--- src/swm_pkg.sv ---
// ----------------------------------------------------------------------------
// swm_pkg
// Widths, reset values and the link types between sorted-window cells.
// ----------------------------------------------------------------------------
package swm_pkg;

   localparam int SAMPLE_W       = 32;
   localparam int MEDIAN_W       = 33;
   localparam int CSR_W          = 7;
   localparam int WINDOW_MAX_DEF = 64;

   localparam logic [CSR_W-1:0] WINDOW_SIZE_RST = CSR_W'(3);

   // what a cell tells its left neighbor
   typedef struct packed {
      logic [SAMPLE_W-1:0] value;
      logic                above_old;   // value above the leaving sample, or empty
      logic                above_new;   // value above the arriving sample
   } cell_fwd_type;

   // what a cell tells its right neighbor: its entry after removal
   typedef struct packed {
      logic [SAMPLE_W-1:0] value;
      logic                gt;          // entry above the arriving sample, or empty
   } cell_bwd_type;

   // broadcast to every cell for one item
   typedef struct packed {
      logic [SAMPLE_W-1:0] sample;
      logic [SAMPLE_W-1:0] oldest;
      logic                remove;
      logic                load;
   } swm_bcast_type;

   localparam cell_fwd_type FWD_EDGE = '{value: '0, above_old: 1'b1, above_new: 1'b1};
   localparam cell_bwd_type BWD_EDGE = '{value: '0, gt: 1'b0};

endpackage

--- src/swm_ring.sv ---
// ----------------------------------------------------------------------------
// swm_ring
// Arrival-order sample store; the read port prefetches the slot of the
// oldest sample, with write-through when both ports hit the same slot.
// ----------------------------------------------------------------------------
module swm_ring
   import swm_pkg::*;
#(
   parameter int DEPTH = 64,
   parameter int AW    = 6
) (
   input  logic                clock,
   input  logic                wr_en,
   input  logic [AW-1:0]       wr_addr,
   input  logic [SAMPLE_W-1:0] wr_data,
   input  logic [AW-1:0]       rd_addr,
   output logic [SAMPLE_W-1:0] rd_data
);

   logic [SAMPLE_W-1:0] mem [DEPTH];
   logic [SAMPLE_W-1:0] rd_data_ff;

   // write port
   always_ff @(posedge clock) begin
      if (wr_en) begin
         mem[wr_addr] <= wr_data;
      end
   end

   // registered read with same-slot forwarding
   always_ff @(posedge clock) begin
      if (wr_en && (wr_addr == rd_addr)) begin
         rd_data_ff <= wr_data;
      end else begin
         rd_data_ff <= mem[rd_addr];
      end
   end

   assign rd_data = rd_data_ff;

endmodule

--- config.mk ---
export PLATFORM = sky130hd
export DESIGN_NAME = swm_ring
export DESIGN_NICKNAME = d
export VERILOG_FILES = /design/src/swm_pkg.sv /design/src/swm_ring.sv
export SDC_FILE = /design/constraint.sdc
export NUM_CORES = 2
export LEC_CHECK = 0
export BUFFER_PORTS_ARGS = -buffer_cell sky130_fd_sc_hd__buf_2
export CORE_MARGIN = 2
export CORE_UTILIZATION = 58
export DETAILED_ROUTE_END_ITERATION = 8
export GPL_ROUTABILITY_DRIVEN = 0
export PLACE_DENSITY_LB_ADDON = 0.15
export REMOVE_ABC_BUFFERS = 1
export SLEW_MARGIN = 5
export SYNTH_ARGS = -nofsm -noshare
export SYNTH_HDL_FRONTEND = slang
export SYNTH_SLANG_ARGS = --single-unit
--- constraint.sdc ---
create_clock -name clock -period 8.4 [get_ports clock]
set_input_delay 1.68 -clock clock [delete_from_list [all_inputs] [get_ports clock]]
set_output_delay 1.68 -clock clock [all_outputs]
set_load 0.005 [all_outputs]
==> summary.md <==
The setup total negative slack is 0 ns. Dividing the detail-routed wire length by the instance count gives 36.0 µm. The logs give 0 for the number of hold violations in the final report and 104 mm for the detailed placement HPWL.

At the worst endpoint, the required time is 6.72 ns. Sorting the synthesized cells by how often they occur yields edfxtp_1, mux4_2, nor2_1. The root buffer cell chosen for the clock tree is clkbuf_16. VDD sags by at most 237 µV. Yosys mapped the design onto 34 distinct sky130hd cell types. In this run, post-CTS hold repair placed 0 buffers.

At the worst endpoint, the arrival time is 4.57 ns. Among all cell types in the netlist, the one instantiated most often is edfxtp_1. The start-to-end type of the worst setup path was flip-flop to output pin.

The logs give 9 for the initial antenna violation count and 36900 for the vias after detailed routing. The cell leakage power was 27.0 nW; the number of cell rows was 134. The tools report the number of global-route vias before repair as 37400.

The global-route met2 utilization is 46.7%. Along the worst path, the maximum fanout reaches 37. The largest registers in the layout are mem (2048).

The area of the core region was 133000 µm². 78 I/O pins were placed. The die covers 137000 µm².

The number of nets at the end of the flow is 3547, and the average size of a mapped cell is 23.6 µm². The power density normalized to cell area was 237 nW/µm²; the starting density of the core was 58.4%. The number of clock buffers added by TritonCTS is 198. The number of flip-flops under the largest register name came out at 2048. The final-report max-slew violation count was 0; the standard cell area after detailed placement was 81100 µm². The total track usage is 29.1%.

The routed via count divided by cell count works out to 6.80. The first global-routing pass estimated 275 mm of wire. Total of cells resized after clock tree synthesis: 0.

TritonCTS built the clock tree. The most used flip-flop cell after synthesis is edfxtp_1. The number of synthesized register bits works out to 2054.

Ranked by total cell area, the synthesized netlist is headed by edfxtp_1, mux4_2, mux2i_1, o22ai_1, nor2_1. For this run, global-route usage on met1 was measured as 40.0%. Once detail routing completed, the nets flagged for antenna violations numbered 0.

Across all hold checks on the routed design, the worst slack comes to 0.976 ns. The async set or reset register ratio after synthesis works out to 0%. Global routing finished with a remaining overflow of 0.

The transition time of the tightest slew-check pin was 1.33 ns. Nature of the critical path endpoint: an output pin. After filler insertion, the fill cell instance count of the layout stands at 8504. The clock-pin slew of the registers on the worst-case setup and hold paths came out at 0.06 ns.

The final clock period utilization by the worst path came out at 74.5%. For this run, the top clock speed supported by timing is 160 MHz. The fraction of synthesized cell area taken by the top area cell type came out at 78.9%. For this run, the detailed router's first-pass iteration total came to 6. Counting along the longest clock path gives a buffer depth of 3. Across the run, the number of max-cap violations was 0. Number of violations reported at the end of detailed-routing iteration 0: 4965.

Counting flops per register, the top entry is mem. Summed over all instances, the cell type with the most area after synthesis is edfxtp_1. Measured along the y axis, the die boundary spans 371 µm. The clock period could shrink to 6.25 ns.

The post-CTS repair timing setup buffer count is 0, and the netlist area before placement is 78000 µm². Entering global routing, the biggest net connects 112 pins. The min-delay analysis places its worst path in the category primary input to flip-flop. For this design, the sink count on the clock tree is 2054.

Sequential elements use 79.0% of the synthesized area. The routed design has 196 mm of wire. Synthesis handed over a netlist of 3298 instances. After routing the design area is 87100 µm². Category of the worst setup path launch point: a flip-flop.

For this run, the number of Yosys warnings is 0. Setup repair after global routing left no endpoint under its margin. Share of layout cells above drive strength 1: 29.2%. The floorplan die width was 371 µm.

The tightest slew margin relative to the limit is 11.3%. The number of flops mapped to enable cells by yosys is 2048. The area growth from synthesis to layout is 11.7%. The run finished with clean final reports. Setup violations remaining at the end of the flow were counted as 0. The routing usage on met3 is 6.95%, and the level count of the clock H-tree is 4.

The number of port buffers came out at 77. The routing layer with the top usage in global route is met2. For this run, design rule violations remaining after detail routing come to 0.
[worst paths after layout]
| path | startpoint | endpoint | depth (start not counted) |
|---|---|---|---|
| worst max-delay path | flip-flop | rd_data[2] | 7 |
| worst min-delay path | rd_addr[4] | flip-flop | 1 |
[cell type report]
class | instances | area (µm²) | share of cell area (%)
multi-input cells | 1062 | 16000 | 18.3
diodes | 3 | 7.51 | 0.00862
flip-flops and latches | 2054 | 61600 | 70.8
clock buffers | 246 | 5220 | 5.99
repair buffers | 185 | 1310 | 1.50
well taps | 1768 | 2210 | 2.54
clock inverters | 117 | 728 | 0.836
[layer usage]
layer | part of all wire [%] | up-vias
li1 | - | 14600
met1 | 37 | 19900
met2 | 49 | 2086
met3 | 11 | 355
met4 | 3.2 | 10
met5 | 0.035 | -
[kinds of logic after synthesis]
group / count (synthesis) / synth area share (%)
flip-flops: 2054 / 79.0
AO/OA/AOI/OAI: 202 / 1.68
buffers and inverters: 182 / 1.14
multiplexers: 637 / 16.9
AND/OR/NAND/NOR: 223 / 1.27
[power by group]
part,total (mW),switching (mW),internal [mW]
combinational,0.999,0.628,0.371
sequential,11.4,0.0367,11.4
clock,8.21,3.67,4.54
[per-stage QoR]
stage	setup WS, ns	util (%)	total power [mW]	std cells
after floorplan	-17.34	-	12.5	3116
after CTS	2.10	65.2	20.7	5432
after global routing	2.08	65.2	21.2	5432
after detailed placement	3.00	60.8	12.6	5069
after global placement	3.00	60.8	12.6	5069
final	2.15	65.3	20.6	5435
[worst max-delay path, cell delays in order, from the launching register on]
cell and delay, ns:
dfxtp_4 0.88, buf_4 0.58, nand2_1 0.83, o22ai_1 0.41
nor2_1 0.08, a21oi_1 0.53, nor2_1 0.19, buf_2 0.19
[cells in the final DEF, fill, tap and decap left out, drive strengths merged, types with 6 or more instances in the layout]
cell / n
a21oi: 62
a22oi: 12
a311oi: 8
buf: 185
clkbuf: 246
clkinv: 100
dfxtp: 6
edfxtp: 2048
inv: 7
mux2i: 93
mux4: 544
nand2: 26
nand2b: 8
nor2: 137
nor2b: 15
nor3: 7
o221ai: 27
o22ai: 84
No activity file was read; power rests on OpenSTA's default activity.
