`config.mk`:
```
export PLATFORM = sky130hd
export DESIGN_NAME = swm_cell
export DESIGN_NICKNAME = d
export VERILOG_FILES = /design/src/swm_pkg.sv /design/src/swm_cell.sv
export SDC_FILE = /design/constraint.sdc
export NUM_CORES = 1
export LEC_CHECK = 0
export BUFFER_PORTS_ARGS = -buffer_cell sky130_fd_sc_hd__buf_2
export CORE_ASPECT_RATIO = 0.8
export CORE_MARGIN = 1
export CORE_UTILIZATION = 40
export DETAILED_ROUTE_END_ITERATION = 8
export PLACE_DENSITY = 0.76
export SLEW_MARGIN = 20
export SYNTH_ARGS = -nofsm -noshare
export SYNTH_HDL_FRONTEND = slang
export SYNTH_SLANG_ARGS = --single-unit
```
`constraint.sdc`:
```
create_clock -name clock -period 2.95 [get_ports clock]
set_clock_uncertainty 0.05 [all_clocks]
set_input_delay 0.295 -clock clock [delete_from_list [all_inputs] [get_ports clock]]
set_output_delay 0.295 -clock clock [all_outputs]
set_load 0.03 [all_outputs]
```
`src/swm_pkg.sv`:
```
// ----------------------------------------------------------------------------
// swm_pkg
// Widths, reset values and the link types between sorted-window cells.
// ----------------------------------------------------------------------------
package swm_pkg;

   localparam int SAMPLE_W       = 32;
   localparam int MEDIAN_W       = 33;
   localparam int CSR_W          = 7;
   localparam int WINDOW_MAX_DEF = 64;

   localparam logic [CSR_W-1:0] WINDOW_SIZE_RST = CSR_W'(3);

   // what a cell tells its left neighbor
   typedef struct packed {
      logic [SAMPLE_W-1:0] value;
      logic                above_old;   // value above the leaving sample, or empty
      logic                above_new;   // value above the arriving sample
   } cell_fwd_type;

   // what a cell tells its right neighbor: its entry after removal
   typedef struct packed {
      logic [SAMPLE_W-1:0] value;
      logic                gt;          // entry above the arriving sample, or empty
   } cell_bwd_type;

   // broadcast to every cell for one item
   typedef struct packed {
      logic [SAMPLE_W-1:0] sample;
      logic [SAMPLE_W-1:0] oldest;
      logic                remove;
      logic                load;
   } swm_bcast_type;

   localparam cell_fwd_type FWD_EDGE = '{value: '0, above_old: 1'b1, above_new: 1'b1};
   localparam cell_bwd_type BWD_EDGE = '{value: '0, gt: 1'b0};

endpackage

```
`src/swm_cell.sv`:
```
// ----------------------------------------------------------------------------
// swm_cell
// One entry of the sorted window: drops the leaving sample and inserts the
// arriving one, using only its two neighbors and the broadcast item.
// ----------------------------------------------------------------------------
module swm_cell
   import swm_pkg::*;
#(
   parameter int CW  = 7,
   parameter int IDX = 0
) (
   input  logic                clock,
   input  swm_bcast_type       bcast,
   input  logic [CW-1:0]       fill,
   input  logic [CW-1:0]       kept_len,
   input  cell_fwd_type        right_in,
   input  cell_bwd_type        left_in,
   output cell_fwd_type        left_out,
   output cell_bwd_type        right_out,
   output logic [SAMPLE_W-1:0] value
);

   localparam logic [CW-1:0] POS = CW'(IDX);

   logic [SAMPLE_W-1:0] value_ff;
   logic [SAMPLE_W-1:0] value_in;
   logic [SAMPLE_W-1:0] kept;
   logic                shift_left;
   logic                kept_gt;

   // local compares against the leaving and arriving samples
   always_comb begin
      left_out.value     = value_ff;
      left_out.above_old = !(fill > POS) || ($signed(value_ff) > $signed(bcast.oldest));
      left_out.above_new = $signed(value_ff) > $signed(bcast.sample);
   end

   // removal: entries past the leaving sample move one place left
   always_comb begin
      shift_left      = bcast.remove && right_in.above_old;
      kept            = shift_left ? right_in.value : value_ff;
      kept_gt         = !(kept_len > POS) ||
                        (shift_left ? right_in.above_new : left_out.above_new);
      right_out.value = kept;
      right_out.gt    = kept_gt;
   end

   // insertion: entries above the sample move one place right
   always_comb begin
      if (left_in.gt) begin
         value_in = left_in.value;
      end else if (kept_gt) begin
         value_in = bcast.sample;
      end else begin
         value_in = kept;
      end
   end

   always_ff @(posedge clock) begin
      if (bcast.load) begin
         value_ff <= value_in;
      end
   end

   assign value = value_ff;

endmodule

```
==> summary.md, run 1 <==
| Metric | Value |
|---|---|
| Crit path top cell by count | buf_6 |
| DP HPWL | 12300 um |
| DP Worst Slack | -0.281 ns |
| Setup crit end kind | output port |
| Top post-synthesis cells by area | edfxtp_1 (22%), ha_1 (18%), o31ai_2 (8.5%) |
| Hold Crit Depth | 3 |
| Placed Cells | 901 |
| Met1 Use GR | 32.2% |
| Final period utilization | 113% |
| TritonCTS Buffers | 5 |
| Maximum vdd ir drop | 0.000228 V |
| Largest net degree at the start of global routing | 34 |
| Rows | 33 |
| Yosys reg bits | 32 |
| TritonCTS Sinks | 32 |
| Final Util | a little under two thirds |
| Post-synth top cells | inv_1 (66), ha_1 (64), nand2_1 (51), nor3_1 (38), buf_4 (33) |
| Met3 Use GR | 4.38% |
| Crit path kind | reg -> out |
| Critical R2R Capture | value[30]$_DFFE_PP_ |
| Slew margin rel. | 42.3% |
| Final Setup Violations | 34 |
| Most numerous cell in the Yosys netlist | inv_1 |
| Worst min path class | in -> reg |
| Worst path bufs/invs | 2 |
| Slew Viols, Final | 0 |
| Failing checks | negative setup slack |
| CP top delay family | simple AND/OR/NAND/NOR gates |
| Die Area | 0.0115 mm2 |
| Net count of the mapped netlist | 705 |
| Initial Utilization | 42.1% |
| Fmax | 0.300 GHz |
| Total power | about 2.7 mW |
| Final Hold Viols | 0 |
| DR pass1 iterations | 4 |
| Area leader, netlist | edfxtp_1 |
| Max Root-Sink Buffers | 2 |
| CTS root buf | clkbuf_16 |
| Grt met2 use | between 40% and 50% |
| Synth warn | 0 |
| Global route overflow | 0 |
| Syn Area/Cell | 8.96 um2 |
| Sequential-to-total area share from yosys stat | 21.8% |
| Die width | 119 um |
| Critical Path RT | 2.61 ns |
| WP data arrival | 2.99 ns |
| Max reg flops | 32 |
| Vias in the first global route | 4755 |
| Routed len/inst | 17.8 um |
| RR Startpoint | value[18]$_DFFE_PP_ |
| FFs w/ async S/R, synth | 0% |
| Max incr delay on CP | 0.59 ns |
| EDFF count, synth | 32 |
| Synth cell types | 38 |
| Layout area overhead | 50.7% |
| Final Non-Filler Cells | 921 |
| CP Cell Sequence | ha_4 > nand4_1 > or4_4 > or3_4 > and4_4 > o41a_4 > buf_6 > nand2_4 > buf_6 |
| GRT busiest layer | met2 |
| Die H | 96.0 um |
| CP max-delay cell | or4_4 |
| Layout cells sized above 1 | 60.6% |
| Vias | 4916 |
| Core area | 0.0105 mm2 |
| Worst-path clk slew | 0.06 ns |
| Fin crit period | 3.33 ns |
| Hold Path End | value[18]$_DFFE_PP_ |
| Total GRT Usage | between 20% and 30% |
| DRC errors left | 0 |
| PwrDens | 413 mW/mm2 |
| Worst-path fanout max | 4 |
| CTS tree | built |
| Primary FF master, synth | edfxtp_1 |
| First-pass GRT wire length | 23600 um |
| Final WL | approximately 16000 um |
| Initial antenna violation count | 0 |
| Unrepaired setup endpoints after global routing | true |
| Total Nets Final | about 990 |
| Post-route ant nets | 0 |
| Cell count after synthesis | about 500 |
| Via density | 5.34 |
| Worst r2r path cells | 11 |
| Slew @ Worst Pin | 0.865 ns |
| Leakage | around 3.4 nW |
| H-tree depth | 2 |
| Reg2reg setup slack | -0.31 ns |
| Syn Std Cell Area | between 0.004 and 0.005 mm2 |
| Synth top area share | a little over a fifth |
| Worst hold start | left_in[19] |
| Outcome | complete, but fails checks |
| Max-cap violations | 0 |
| Worst-skew pair later-pin latency | roughly 0.28 ns |
| Final worst slack | -0.380 ns |
| PortBufs | 246 |
| I/O pin count | 247 |
| First DRT Iteration DRCs | 295 |
| Gpl congestion | 0.850 |
| Setup crit start kind | flop |
## worst max path at each step
stage | from | to | slack [ns] | cells past startpoint
after floorplan | value[26]$_DFFE_PP_ | right_out[0] | -0.23 | 9
after global placement | bcast[60] | value[0]$_DFFE_PP_ | -0.18 | 11
after detailed placement | value[26]$_DFFE_PP_ | value[19]$_DFFE_PP_ | -0.28 | 10
after CTS | value[27]$_DFFE_PP_ | right_out[0] | -0.34 | 9
after global routing | value[26]$_DFFE_PP_ | right_out[0] | -0.42 | 9
final | value[18]$_DFFE_PP_ | right_out[0] | -0.38 | 9
## cells by family (layout without fill, tap and decap cells)
kind of cell / Yosys count / in the layout / synth area share [%]
AOI/OAI and AO/OA: 120 / 120 / 23.6
adders and majority gates: 64 / 64 / 18.1
buffers and inverters: 122 / 409 / 14.9
DFF: 32 / 32 / 21.8
muxes: 31 / 31 / 7.90
other: 0 / 1 / 0
and+or+nand+nor: 124 / 124 / 13.7
## layout by cell type (no fill, tap or decap), types with 5 or more instances in the layout
cell	Yosys	layout
o21ai_0	10	8
nor3_1	38	27
mux2_2	31	31
nor3_2	0	10
nand4_1	14	14
o31ai_2	30	30
nand2_1	51	48
edfxtp_1	32	32
a21oi_1	25	24
a21oi_2	29	29
a21o_1	11	11
ha_4	0	15
clkbuf_16	0	5
buf_2	0	243
buf_4	33	80
inv_1	66	66
ha_1	64	49
## area by class of cell
class | instances | area, um2
fill | 871 | 3830
multi-input combinational | 339 | 3130
timing repair buffer | 335 | 2000
sequential | 32 | 961
inverter | 66 | 248
tap | 140 | 175
clock buffer | 7 | 133
clock inverter | 1 | 3.75
antenna | 1 | 2.50
## stage by stage
| step | TNS, ns | cell area (um2) | hold WS [ns] |
|---|---|---|---|
| global route | -11.86 | 6650 | 0.256 |
| finish | -9.26 | 6660 | 0.250 |
| floorplan | -6.55 | 4460 | 0.357 |
| CTS | -8.16 | 6410 | 0.247 |
| global placement | -4.82 | 6060 | 0.530 |
| detailed placement | -7.80 | 6060 | 0.533 |
## what timing repair did
action,CTS,global route
buffers inserted,8,9
cloned,4,0
pin swaps,14,18
endpoints found under the setup margin,34,35
hold buffers,0,0
resized for setup,28,39
## routing by layer
| layer | part of all wire [%] | vias to the layer above |
|---|---|---|
| met5 | 0 | - |
| met4 | 1.2 | 0 |
| met3 | 6.6 | 15 |
| met2 | 51 | 253 |
| met1 | 42 | 2327 |
| li1 | - | 2321 |
## worst reg2reg max path: stages, from the launching register on
cell and delay (ns):
edfxtp_1 0.44, ha_4 0.31, nand4_1 0.13, or4_4 0.59
or3_4 0.37, and4_4 0.17, buf_4 0.15, o41ai_4 0.24
buf_6 0.19, buf_12 0.15, nor3_2 0.06, o31ai_2 0.24
## power breakdown
group / internal (mW) / total [mW] / switching (mW)
registers: 0.566 / 0.600 / 0.0347
logic: 0.689 / 1.63 / 0.945
clock network: 0.311 / 0.515 / 0.204
total: 1.57 / 2.75 / 1.18
Power figures use the tool's default switching activity.
==> run 2, diff against run 1 <==
- CTS_BUF_LIST: not set -> sky130_fd_sc_hd__clkbuf_4 sky130_fd_sc_hd__clkbuf_8
- SLEW_MARGIN: 20 -> not set
==> run 2 against run 1 <==
Against the previous run:
- flip-flop and latch count is the same
- maximum frequency is essentially flat
- wire length is essentially flat
- the run still ends with negative setup slack left
- final cell count grew 0.22%
- largest cell class unchanged
- largest power group unchanged
- critical path depth is the same
- critical endpoint unchanged
- total power shrank 5.3%
==> summary.md, run 2 (synthesis results as in run 1) <==
| Metric | Value |
|---|---|
| Most frequent cells in the layout | buf_2 (243), buf_4 (79), inv_1 (66) |
| Die H | 96.0 um (unchanged) |
| PwrDens | 394 mW/mm2 (-4.7%) |
| Gpl congestion | 0.850 (unchanged) |
| Die Area | 0.0115 mm2 (unchanged) |
| Fmax | 0.300 GHz (about the same) |
| Worst-path fanout max | 4 (unchanged) |
| Final Util | 63.1% (-0.38 points) |
| TritonCTS Sinks | 32 (unchanged) |
| Worst-skew pair later-pin latency | 0.28 ns (about the same) |
| DR pass1 iterations | 5 (+1) |
| CP max-delay cell | or4_4 |
| H-tree depth | 2 (unchanged) |
| Commonest non-fill, non-tap cell in the layout | buf_2 |
| TritonCTS Buffers | 5 (unchanged) |
| Max Root-Sink Buffers | 2 (unchanged) |
| Post-route ant nets | 0 (unchanged) |
| Count of hold buffers inserted by post-cts repair | 0 (unchanged) |
| WP data arrival | 2.99 ns (about the same) |
| Largest net degree at the start of global routing | 34 (unchanged) |
| Max incr delay on CP | 0.57 ns (-0.02 ns) |
| Global route overflow | 0 (unchanged) |
| Final Setup Violations | 34 (unchanged) |
| Max-cap violations | 0 (unchanged) |
| Total GRT Usage | 26.9% (+0.052 points) |
| Final WL | 16400 um (about the same) |
| DP HPWL | 12300 um (unchanged) |
| I/O pin count | 247 (unchanged) |
| Unrepaired setup endpoints after global routing | true |
| Crit path kind | reg -> out |
| Fin crit period | 3.33 ns (-0.000106 ns) |
| Initial Utilization | 42.1% (unchanged) |
| Final worst slack | -0.380 ns (+0.000106 ns) |
| Setup crit start kind | flop |
| First DRT Iteration DRCs | 279 (-5.4%) |
| Rows | 33 (unchanged) |
| Layout cells sized above 1 | 61.0% (+0.36 points) |
| First-pass GRT wire length | 23700 um (+0.35%) |
| Leakage | 3.37 nW (-0.13%) |
| Layout area overhead | 49.8% |
| Max reg flops | 32 (unchanged) |
| Core area | 0.0105 mm2 (unchanged) |
| CP Cell Sequence | ha_4 > nand4_1 > or4_4 > or3_4 > and4_4 > o41a_4 > buf_6 > nand2_4 > buf_6 |
| Maximum vdd ir drop | 0.000226 V (-0.75%) |
| Final Hold Viols | 0 (unchanged) |
| Via density | 5.31 (-0.56%) |
| FILL cells | 893 (+2.5%) |
| CTS tree | built |
| Slew @ Worst Pin | 0.862 ns (-0.00306 ns) |
| Setup crit end kind | output port |
| Vias in the first global route | 4765 (+0.21%) |
| Initial antenna violation count | 0 (unchanged) |
| Slew Viols, Final | 0 (unchanged) |
| Slew margin rel. | 42.5% (+0.20 points) |
| Outcome | complete, but fails checks |
| Total Nets Final | 993 (+0.20%) |
| Routed len/inst | 17.7 um (-0.25%) |
| DRC errors left | 0 (unchanged) |
| Final hold slack | 0.243 ns (-0.00774 ns) |
| Crit path top cell by count | buf_6 |
| CTS root buf | clkbuf_8 |
| Vias | 4899 (-0.35%) |
| PortBufs | 246 (unchanged) |
| Die width | 119 um (unchanged) |
| Worst min path class | in -> reg |
| Worst-path clk slew | 0.08 ns (+0.02 ns) |
| Worst path bufs/invs | 2 (unchanged) |
| Failing checks | negative setup slack |
| CP top delay family | simple AND/OR/NAND/NOR gates |
| Final period utilization | 113% (about the same) |
| Critical Path RT | 2.61 ns (about the same) |
[run 2: cell count changes in the layout (fill, tap and decap cells not counted), moves of 2 or more]
cell       before  now
clkbuf_4        0    2
clkbuf_1        2    0
nor3_2         10    8
clkbuf_16       5    0
clkbuf_8        0    5
buf_6           4    7
[run 2: cell type report]
class | instances | area (um2) | area share [%]
diodes | 1 | 2.50 | 0.0378
multi-input cells | 339 | 3110 | 47.0
repair buffers | 337 | 2040 | 30.8
flip-flops and latches | 32 | 961 | 14.5
clock buffers | 7 | 83.8 | 1.27
inverters | 66 | 248 | 3.74
well taps | 140 | 175 | 2.65
clock inverters | 1 | 3.75 | 0.0567
[run 2: power breakdown]
part | switching, mW | internal, mW
Sequential | 0.0349 | 0.565
Clock | 0.181 | 0.183
Combinational | 0.943 | 0.697
Total | 1.16 | 1.44
[run 2: metrics by stage]
stage / instance area (um2) / power, mW / TNS (ns) / setup slack (ns) / instances
2_1_floorplan: 4460 / 1.58 / -6.55 / -0.228 / 493
3_3_place_gp: 6060 / 2.00 / -4.82 / -0.185 / 901
3_5_place_dp: 6060 / 2.05 / -7.80 / -0.281 / 901
4_1_cts: 6400 / 2.54 / -8.28 / -0.361 / 921
5_1_grt: 6610 / 2.74 / -11.83 / -0.444 / 922
6_report: 6620 / 2.60 / -9.11 / -0.380 / 923
[run 2: what timing repair did]
item	4_1_cts	5_1_grt
cloned	4	0
resized for setup	34	32
pin swaps	17	21
setup endpoints to repair	35	35
buffers inserted	8	8
[run 2: routing by layer]
metal | wire, um | vias up | track usage (%)
met3 | 1020 | 14 | 3.97
li1 | - | 2319 | -
met4 | 201 | 0 | 7.29
met2 | 8320 | 241 | 50.0
met1 | 6810 | 2325 | 32.5
met5 | 0 | - | 0
[run 2: worst register-to-register path: stages, from the launching register on]
cell	delay [ns]
edfxtp_1	0.44
ha_4	0.30
nand4_1	0.15
or4_4	0.57
or3_4	0.37
and4_4	0.17
buf_4	0.15
o41ai_4	0.24
buf_6	0.19
buf_12	0.14
nor3_2	0.06
o31ai_2	0.25
[run 2: final timing paths]
| kind | cells past startpoint | slack, ns | end | start |
|---|---|---|---|---|
| setup / recovery | 9 | -0.38 | right_out[0] | value[26]$_DFFE_PP_ |
| hold / removal | 3 | 0.24 | value[8]$_DFFE_PP_ | left_in[9] |
| setup reg to reg | 11 | -0.31 | value[30]$_DFFE_PP_ | value[26]$_DFFE_PP_ |
| hold reg to reg | 3 | 0.91 | value[1]$_DFFE_PP_ | value[1]$_DFFE_PP_ |
==> run 3, diff against run 2 <==
--- a/constraint.sdc
+++ b/constraint.sdc
@@ -3,3 +3,3 @@
 set_input_delay 0.295 -clock clock [delete_from_list [all_inputs] [get_ports clock]]
 set_output_delay 0.295 -clock clock [all_outputs]
-set_load 0.03 [all_outputs]
+set_load 0.1 [all_outputs]
==> run 3 against run 2 <==
Against the previous run:
- the flow still finishes with violations (negative setup slack)
- maximum frequency is 1.3% higher
- register-to-register slack better by 0.02 ns
- clock-buffer cell count stayed put
- clock power is 4% lower
- global-route usage is 0.28 points lower
- final cell count is 0.65% lower
- setup slack better by 0.043 ns
- total power is 27% higher
- critical endpoint unchanged
- highest routed layer unchanged
==> summary.md, run 3 (synthesis results as in run 1) <==
| Metric | Value |
|---|---|
| Fin crit period | 3.29 ns (-0.0434 ns) |
| Die H | 96.0 um (unchanged) |
| Worst hold start | left_in[27] |
| Post-route ant nets | 0 (unchanged) |
| Slew @ Worst Pin | 0.804 ns (-0.0582 ns) |
| Global route overflow | 0 (unchanged) |
| Vias | 4761 (-2.8%) |
| Final hold slack | 0.248 ns (+0.00552 ns) |
| Initial Utilization | 42.1% (unchanged) |
| Final TNS setup | -8.77 ns (+0.337 ns) |
| Most frequent cells in the layout | buf_2 (243), buf_4 (77), inv_1 (66) |
| Clock network power share | 10.6% (-3.4 points) |
| Final period utilization | 111% (-1.5 points) |
| Largest net degree at the start of global routing | 37 (+8.8%) |
| Worst min path class | in -> reg |
| Maximum vdd ir drop | 0.000416 V (+84%) |
| Hold Crit Depth | 3 (unchanged) |
| Outcome | complete, but fails checks |
| Core area | 0.0105 mm2 (unchanged) |
| Max-cap violations | 0 (unchanged) |
| Fin area | 0.00646 mm2 (-2.4%) |
| Final WL | 15000 um (-8.5%) |
| Switch share | 56.9% (+12 points) |
| Layout cells sized above 1 | 59.0% (-2.0 points) |
| Logic pwr share | 71.3% (+8.3 points) |
| Max reg flops | 32 (unchanged) |
| Reg power frac | 18.0% (-5.0 points) |
| Final Util | 61.6% (-1.5 points) |
| First-pass GRT wire length | 23800 um (+0.49%) |
| TritonCTS Buffers | 5 (unchanged) |
| Setup crit end kind | output port |
| TritonCTS Sinks | 32 (unchanged) |
| CTS root buf | clkbuf_8 |
| Crit path kind | reg -> out |
| I/O pin count | 247 (unchanged) |
| Placed Cells | 901 (unchanged) |
| Via density | 5.19 (-2.2%) |
| Gpl congestion | 0.817 (-4.0%) |
| Final Setup Violations | 35 (+2.9%) |
| Routed len/inst | 16.3 um (-7.9%) |
| Failing checks | negative setup slack |
| Final worst slack | -0.337 ns (+0.0434 ns) |
| Total power | 3.31 mW (+27%) |
| Total Nets Final | 987 (-0.60%) |
| Multi-input logic area | 0.00299 mm2 (-3.9%) |
| Total GRT Usage | 26.6% (-0.28 points) |
| Count of hold buffers inserted by post-cts repair | 0 (unchanged) |
| Layout area overhead | 46.2% |
| Rows | 33 (unchanged) |
| Slew Viols, Final | 0 (unchanged) |
| PwrDens | 512 mW/mm2 (+30%) |
| Die Area | 0.0115 mm2 (unchanged) |
| Initial antenna violation count | 1 (+1) |
| Crit path from | value[26]$_DFFE_PP_ |
| Max incr delay on CP | 0.57 ns (about the same) |
| First DRT Iteration DRCs | 99 (-65%) |
| Final Non-Filler Cells | 917 (-0.65%) |
| Fmax | 0.304 GHz (+1.3%) |
| Worst-skew pair later-pin latency | 0.28 ns (about the same) |
| FILL cells | 921 (+3.1%) |
| Critical Path RT | 2.61 ns (about the same) |
| Cell Area, Placed | 0.00616 mm2 (+1.6%) |
| DRC errors left | 0 (unchanged) |
| Worst-path fanout max | 3 (-1) |
| DP Worst Slack | -0.323 ns (-0.0419 ns) |
| Slew margin rel. | 46.4% (+3.9 points) |
| Unrepaired setup endpoints after global routing | true |
| CTS tree | built |
| Leakage | 3.32 nW (-1.4%) |
| Vias in the first global route | 4942 (+3.7%) |
| CP max-delay cell | or4_4 |
| PortBufs | 246 (unchanged) |
| Commonest non-fill, non-tap cell in the layout | buf_2 |
| Setup crit start kind | flop |
| WP data arrival | 2.94 ns (-0.05 ns) |
| DR pass1 iterations | 5 (unchanged) |
| Register area | 961 um2 (unchanged) |
| Die width | 119 um (unchanged) |
| Max Root-Sink Buffers | 2 (unchanged) |
| DP HPWL | 12000 um (-2.3%) |
| Int Pwr | 1.42 mW (-1.4%) |
| Final Hold Viols | 0 (unchanged) |
| H-tree depth | 2 (unchanged) |
| Worst-path clk slew | 0.07 ns (about the same) |
| RR Startpoint | value[26]$_DFFE_PP_ |
| Switching power | 1.88 mW (+62%) |
| CP Cell Sequence | ha_1 > nand4_1 > or4_4 > or3_4 > and4_4 > o41a_4 > nand2_4 > buf_12 |
| Worst r2r path cells | 10 (-1) |
## run 3: changes by cell type in the layout (fill, tap and decap cells not counted), sizes merged
cell    delta
bufbuf     +1
buf        -8
clkbuf     +1
## run 3: cell type report
cell class,count,share of cell area [%]
diodes,1,0.0388
clock buffers,7,1.30
clock inverters,1,0.0581
inverters,66,3.84
multi-input cells,339,46.2
flip-flops and latches,32,14.9
well taps,140,2.71
repair buffers,331,30.9
## run 3: metal layers
metal  global-route usage, %  vias up  share of wire [%]
met5                       0        -                  0
met4                    10.2        0                2.4
met3                    3.61       26                5.9
met2                    49.1      186                 49
met1                    31.6     2239                 42
li1                        -     2310                  -
## run 3: path summary, 6_finish.rpt
path	slack (ns)	end
worst max-delay path	-0.34	right_out[0]
worst min-delay path	0.25	value[26]$_DFFE_PP_
worst max register to register	-0.29	value[11]$_DFFE_PP_
worst min register to register	0.92	value[1]$_DFFE_PP_
## run 3: timing repair
action / 4_1_cts / 5_1_grt
pin swaps: 8 / 3
gates resized for setup: 13 / 7
gates cloned: 1 / 0
endpoints found under the setup margin: 35 / 35
setup buffers: 6 / 0
## run 3: power groups by stage
stage                     registers (mW)  logic (mW)  clock network, mW
after floorplan                    0.942        1.44                  0
after detailed placement           0.606        2.27                  0
after CTS                          0.596        2.35              0.364
after global placement             0.602        2.24                  0
final                              0.597        2.36              0.351
after global routing               0.602        2.49              0.382
## run 3: critical path, delay by kind of cell, from the launching register on
family | cells | cell delay, ns
buffers and inverters | 1 | 0.18
DFF | 1 | 0.41
AOI/OAI and AO/OA | 1 | 0.38
and+or+nand+nor | 5 | 1.37
adders and majority gates | 1 | 0.32
